<file path="src/design/tree_common_ancestor_query_assert.svh">
// ----------------------------------------------------------------------------
// Assertion macros for the common ancestor query block
// Short forms for clocked assertions with asynchronous active-low reset.
// ----------------------------------------------------------------------------
`ifndef TREE_COMMON_ANCESTOR_QUERY_ASSERT_SVH
`define TREE_COMMON_ANCESTOR_QUERY_ASSERT_SVH

// Same-cycle implication, checked outside reset.
`define TCAQ_ASSERT_NOW(label, clk, rst_n, ante, cons) \
	label: assert property (@(posedge clk) disable iff (!rst_n) (ante) |-> (cons)) \
		else $error("tcaq assertion failed");

// Next-cycle implication, checked outside reset.
`define TCAQ_ASSERT_NEXT(label, clk, rst_n, ante, cons) \
	label: assert property (@(posedge clk) disable iff (!rst_n) (ante) |=> (cons)) \
		else $error("tcaq assertion failed");

`endif

</file>
<file path="src/design/tcaq_pkg.sv">
// ----------------------------------------------------------------------------
// tcaq_pkg
// Shared types and constants of the common ancestor query block.
// ----------------------------------------------------------------------------
`default_nettype none

package tcaq_pkg;

	localparam int NODE_W        = 10;
	localparam int CNT_W         = 11;
	localparam int STATUS_W      = 2;
	localparam int DEF_MAX_NODES = 1024;

	localparam logic [CNT_W-1:0] NODE_COUNT_RESET = 11'd1;

	localparam logic FUNC_LOAD  = 1'b0;
	localparam logic FUNC_QUERY = 1'b1;

	typedef enum logic [STATUS_W-1:0] {
		STATUS_FOUND        = 2'd0,
		STATUS_ANCESTOR     = 2'd1,
		STATUS_NOT_IN_TABLE = 2'd2
	} status_t;

	// Item kinds decided at the front
	typedef enum logic [1:0] {
		KIND_LOAD   = 2'd0,  // load inside the tables
		KIND_DROP   = 2'd1,  // load beyond the tables
		KIND_QUERY  = 2'd2,  // query with both nodes in range
		KIND_REJECT = 2'd3   // query with a node out of range
	} kind_t;

	typedef enum logic [2:0] {
		BK_IDLE,
		BK_LIFT_X,
		BK_LIFT_Y,
		BK_MEET,
		BK_DONE
	} bk_state_t;

	// Queue item: a/b/c carry node/parent/depth for loads, x/y for queries
	typedef struct packed {
		kind_t             kind;
		logic [NODE_W-1:0] a;
		logic [NODE_W-1:0] b;
		logic [NODE_W-1:0] c;
	} qitem_t;

	// Queue head as seen by the back part
	typedef struct packed {
		logic   valid;
		qitem_t item;
	} qhead_t;

	typedef struct packed {
		logic [NODE_W-1:0] parent;
		logic [NODE_W-1:0] depth;
	} entry_t;

endpackage

`default_nettype wire

</file>
<file path="src/design/tcaq_front.sv">
// ----------------------------------------------------------------------------
// tcaq_front
// Accepts items, classifies them and holds them in a two-entry queue.
// ----------------------------------------------------------------------------
`default_nettype none

module tcaq_front #(
	parameter int MAX_NODES = tcaq_pkg::DEF_MAX_NODES
) (
	input  wire logic                        clk,
	input  wire logic                        arst_n,
	input  wire logic                        in_valid,
	output logic                             in_ready,
	input  wire logic                        func,
	input  wire logic [tcaq_pkg::NODE_W-1:0] entry_node,
	input  wire logic [tcaq_pkg::NODE_W-1:0] entry_parent,
	input  wire logic [tcaq_pkg::NODE_W-1:0] entry_depth,
	input  wire logic [tcaq_pkg::NODE_W-1:0] query_x,
	input  wire logic [tcaq_pkg::NODE_W-1:0] query_y,
	input  wire logic [tcaq_pkg::CNT_W-1:0]  lim,
	output tcaq_pkg::qhead_t                 head,
	input  wire logic                        pop
);
	import tcaq_pkg::*;

	localparam int DEPTH = (MAX_NODES < (1 << NODE_W)) ? MAX_NODES : (1 << NODE_W);
	localparam logic [NODE_W:0] DEPTH_W = (NODE_W + 1)'(DEPTH);

	qitem_t     cls_item;
	qitem_t     buf_q [2];
	logic       wr_ptr_q;
	logic       rd_ptr_q;
	logic [1:0] cnt_q;
	logic       push;
	logic       do_pop;

	// Classify the incoming item
	always_comb begin
		cls_item.a = entry_node;
		cls_item.b = entry_parent;
		cls_item.c = entry_depth;
		if (func == FUNC_LOAD) begin
			cls_item.kind = ({1'b0, entry_node} < DEPTH_W) ? KIND_LOAD : KIND_DROP;
		end else begin
			cls_item.a    = query_x;
			cls_item.b    = query_y;
			cls_item.c    = '0;
			cls_item.kind = (({1'b0, query_x} >= lim) || ({1'b0, query_y} >= lim)) ?
				KIND_REJECT : KIND_QUERY;
		end
	end

	assign in_ready   = (cnt_q != 2'd2);
	assign push       = in_valid && in_ready;
	assign do_pop     = pop && (cnt_q != 2'd0);
	assign head.valid = (cnt_q != 2'd0);
	assign head.item  = buf_q[rd_ptr_q];

	always_ff @(posedge clk or negedge arst_n) begin
		if (!arst_n) begin
			wr_ptr_q <= 1'b0;
			rd_ptr_q <= 1'b0;
			cnt_q    <= 2'd0;
		end else begin
			if (push) begin
				wr_ptr_q <= ~wr_ptr_q;
			end
			if (do_pop) begin
				rd_ptr_q <= ~rd_ptr_q;
			end
			case ({push, do_pop})
				2'b10:   cnt_q <= cnt_q + 2'd1;
				2'b01:   cnt_q <= cnt_q - 2'd1;
				default: cnt_q <= cnt_q;
			endcase
		end
	end

	always_ff @(posedge clk) begin
		if (push) begin
			buf_q[wr_ptr_q] <= cls_item;
		end
	end

endmodule

`default_nettype wire

</file>
<file path="config.mk">
export PLATFORM = sky130hd
export DESIGN_NAME = tcaq_front
export DESIGN_NICKNAME = d
export VERILOG_FILES = /design/src/design/tree_common_ancestor_query_assert.svh /design/src/design/tcaq_pkg.sv /design/src/design/tcaq_front.sv
export SDC_FILE = /design/constraint.sdc
export NUM_CORES = 1
export LEC_CHECK = 0
export BUFFER_PORTS_ARGS = -buffer_cell sky130_fd_sc_hd__buf_2
export CAP_MARGIN = 20
export CORE_MARGIN = 2
export CORE_UTILIZATION = 30
export CTS_BUF_LIST = sky130_fd_sc_hd__clkbuf_4
export DETAILED_ROUTE_END_ITERATION = 7
export PLACE_DENSITY_LB_ADDON = 0.2
export SYNTH_ARGS = -nofsm -noshare
export SYNTH_HDL_FRONTEND = slang
export SYNTH_SLANG_ARGS = --single-unit
</file>
<file path="constraint.sdc">
create_clock -name clk -period 3.6 [get_ports clk]
set_input_delay 0.36 -clock clk [delete_from_list [all_inputs] [get_ports clk]]
set_output_delay 0.36 -clock clk [all_outputs]
set_load 0.02 [all_outputs]
</file>
==> impl_results.md <==
* Critical path class: register to output pin
* Post-CTS Setup Inserts at 0
* Pleak at 1.65 nW
* VDD IR max at 0.468 mV
* Diodes inserted at 0
* Min-delay src: entry_parent[3]
* Total vias in the final route at 2051
* Number of max-cap violations at 0
* TritonCTS clock tree: built
* Synth Instances at 209
* Fin. Hold Viols at 0
* Final Worst Setup Slack at 1290 ps
* Global route total overflow at 0
* GRT Util Overall at 12.3%
* FF/Latch Area at 2020 µm²
* Largest area contributor in the netlist: edfxtp_1
* TritonRoute pass-1 iters at 6
* Fin. max-slew vios at 0
* Vias in the first global route at 2078
* Largest net degree at the start of global routing at 34
* Row cnt at 38
* Worst Setup Start Kind: register
* DR vias/cell at 4.47
* Reg2reg path depth at 2
* First-pass GRT wire length at 10500 µm
* Period minus WS final at 2310 ps
* Worst-Margin Slew at 874 ps
* Post-Syn Area at 3280 µm²
* Final antenna-violating net count at 0
* Met2 usage at 19.7%
* Achievable Freq at 434 MHz
* Post-synth cell types at 29
* Clock sinks at 68
* Area Overhead vs Synth at 24.8%
* Dpl cell area at 3930 µm²
* Min-Delay Path Depth at 2
* FF-to-FF setup slack at 1860 ps
* # nets final at 401
* Max Buffers Root-to-Sink at 2
* R2R Path End: buf_q[1][4]$_DFFE_PP_
* Final WL at 7070 µm
* Die Ht at 109 µm
* I/O Pins at 100
* CTS buffer count at 9
* M3 GR Usage at 6.09%
* H-tree lvl count at 3
* Root Buffer: clkbuf_4
* Final setup vio count at 0
* Unrepaired setup endpoints after global routing: no
* 1st-iter DRT viols at 63
* Final instance area at 4090 µm²
* Share of cells above drive strength 1 at 53.6%
* CORE AREA at 10700 µm²
* Final Skew at 9.73 ps
* Filler cells at 1111
* Die area at 11800 µm²
* Hold Path Class: input port to register
* Grt peak-use layer: met2
* CP Data Required Time at 3240 ps
* Sequential share of the synthesized area at 61.7%
* DP Worst Slack at 1580 ps
* Crit. End Element: output pin
* Mapped Nets at 296
* Worst-path clk slew at 120 ps
* Final period util at 64.0%
* Yosys warnings at 0
* PostCTS Resize Cnt at 0
* Rel. slew slack at 41.8%
* Area share of the largest cell type after synthesis at 58.6%
* Hold Path Sink: buf_q[1][13]$_DFFE_PP_
* Status: complete, no violations
* Worst r2r src: cnt_q[0]$_DFFE_PN0P_
* Worst-Skew Late Latency at 390 ps
* Setup TNS at 0 ps
* Critical path peak fanout at 33
* Die Span X at 109 µm
* CTS hold repair buffers at 1
* Yosys reg bits at 68
* Mean Syn Cell Area at 15.7 µm²
* GPL Wtd Cong at 0.743
* PwrDens at 648 nW/µm²
* Initial Utilization at 30.5%
* Port Buffers at 99
* Synth top area cells: edfxtp_1 (59%), mux2_2 (18%), ha_1 (8.0%)
* Post-DP HPWL at 4800 µm
* Number of remaining DRC errors at 0
* CP arrival at 1950 ps
* Wire per inst at 15.4 µm
* Met1 GRT Util at 14.2%
* Initial antenna violation count at 1
* Multi-input logic area at 1190 µm²
[how the worst max path moves through the flow]
stage | from | end | cells past startpoint
floorplan | cnt_q[0]$_DFFE_PN0P_ | buf_q[0][0]$_DFFE_PP_ | 3
global placement | lim[8] | buf_q[0][30]$_DFFE_PP_ | 7
detailed placement | query_y[8] | buf_q[1][30]$_DFFE_PP_ | 7
CTS | rd_ptr_q$_DFFE_PN0P_ | head[30] | 2
global route | rd_ptr_q$_DFFE_PN0P_ | head[21] | 2
finish | rd_ptr_q$_DFFE_PN0P_ | head[30] | 2
[cell usage in the layout (no fill, tap or decap), drive strengths merged]
cell type    count
clkinv           3
nor3             1
a2111oi          1
xor2             2
o31a             1
dfrtp            4
nand4b           2
a21o             1
inv             12
nand2            1
a211oi           3
edfxtp          64
nand3b           1
clkbuf           9
o21ai            2
and3             1
or2              1
xnor2            3
ha              21
nand3            1
o32ai            1
mux2            52
a21oi            4
nand4            2
or3              1
nor2             7
clkinvlp         2
bufinv           1
buf            100
nor2b           11
and2             1
nand2b           2
dlygate4sd3      1
[final cells by class]
type	instances	area share, %
sequential	68	49.5
multi-input combinational	123	29.1
timing repair buffer	101	12.9
tap	140	4.28
clock buffer	9	1.65
clock inverter	7	1.62
inverter	11	1.01
[cells by family (layout without fill, tap and decap cells)]
kind of cell | count (synthesis) | in the layout | share of synthesized area (%)
AO/OA/AOI/OAI | 13 | 13 | 3.21
XOR/XNOR | 5 | 5 | 1.34
adder cells (fa/ha/maj) | 21 | 21 | 8.02
buffers and inverters | 18 | 128 | 2.25
flip-flops | 68 | 68 | 61.7
multiplexers | 52 | 52 | 17.9
AND/OR/NAND/NOR | 32 | 32 | 5.61
[flip-flops by register name, summed over array words and instances, names as in the netlist]
| register | flops |
|---|---|
| buf_q | 64 |
| rd_ptr_q | 1 |
| cnt_q | 2 |
| wr_ptr_q | 1 |
[through the flow]
step           std cells  hold WS (ps)  power [mW]  utilization (%)
3_3_place_gp         441           172        2.20             36.5
5_1_grt              459           215        2.82             38.1
3_5_place_dp         441           174        2.20             36.5
4_1_cts              458           225        2.70             37.9
2_1_floorplan        209          64.4        1.87                -
6_report             459           272        2.65             38.1
[worst max-delay path: stages (launching register included)]
cell and delay [ps]:
dfrtp_2 960, mux2_2 420, buf_2 160
[synthesized netlist by cell type, drive strengths merged]
| master | count |
|---|---|
| or2 | 1 |
| xor2 | 2 |
| inv | 11 |
| and2 | 1 |
| nor3 | 1 |
| a21o | 1 |
| nand4 | 2 |
| xnor2 | 3 |
| a21oi | 4 |
| dfrtp | 4 |
| edfxtp | 64 |
| nand4b | 2 |
| nand3b | 1 |
| nor2 | 7 |
| o31a | 1 |
| and3 | 1 |
| o21ai | 2 |
| o32ai | 1 |
| nand2b | 2 |
| a2111oi | 1 |
| nand2 | 1 |
| mux2 | 52 |
| nand3 | 1 |
| a211oi | 3 |
| or3 | 1 |
| clkbuf | 2 |
| ha | 21 |
| nor2b | 11 |
| buf | 5 |
[metal layers]
metal | up-vias | wire [µm] | share of wire [%]
li1 | 1003 | - | -
met1 | 958 | 3120 | 44
met2 | 82 | 3230 | 46
met3 | 6 | 648 | 9.2
met4 | 2 | 55 | 0.78
met5 | - | 13 | 0.18
[power by group]
group	internal, mW	total [mW]	switching (mW)	leakage, nW
combinational	0.417	0.944	0.527	0.934
sequential	1.09	1.23	0.133	0.645
clock	0.208	0.480	0.272	0.0674
total	1.72	2.65	0.932	1.65
No activity file was read; power rests on OpenSTA's default activity.
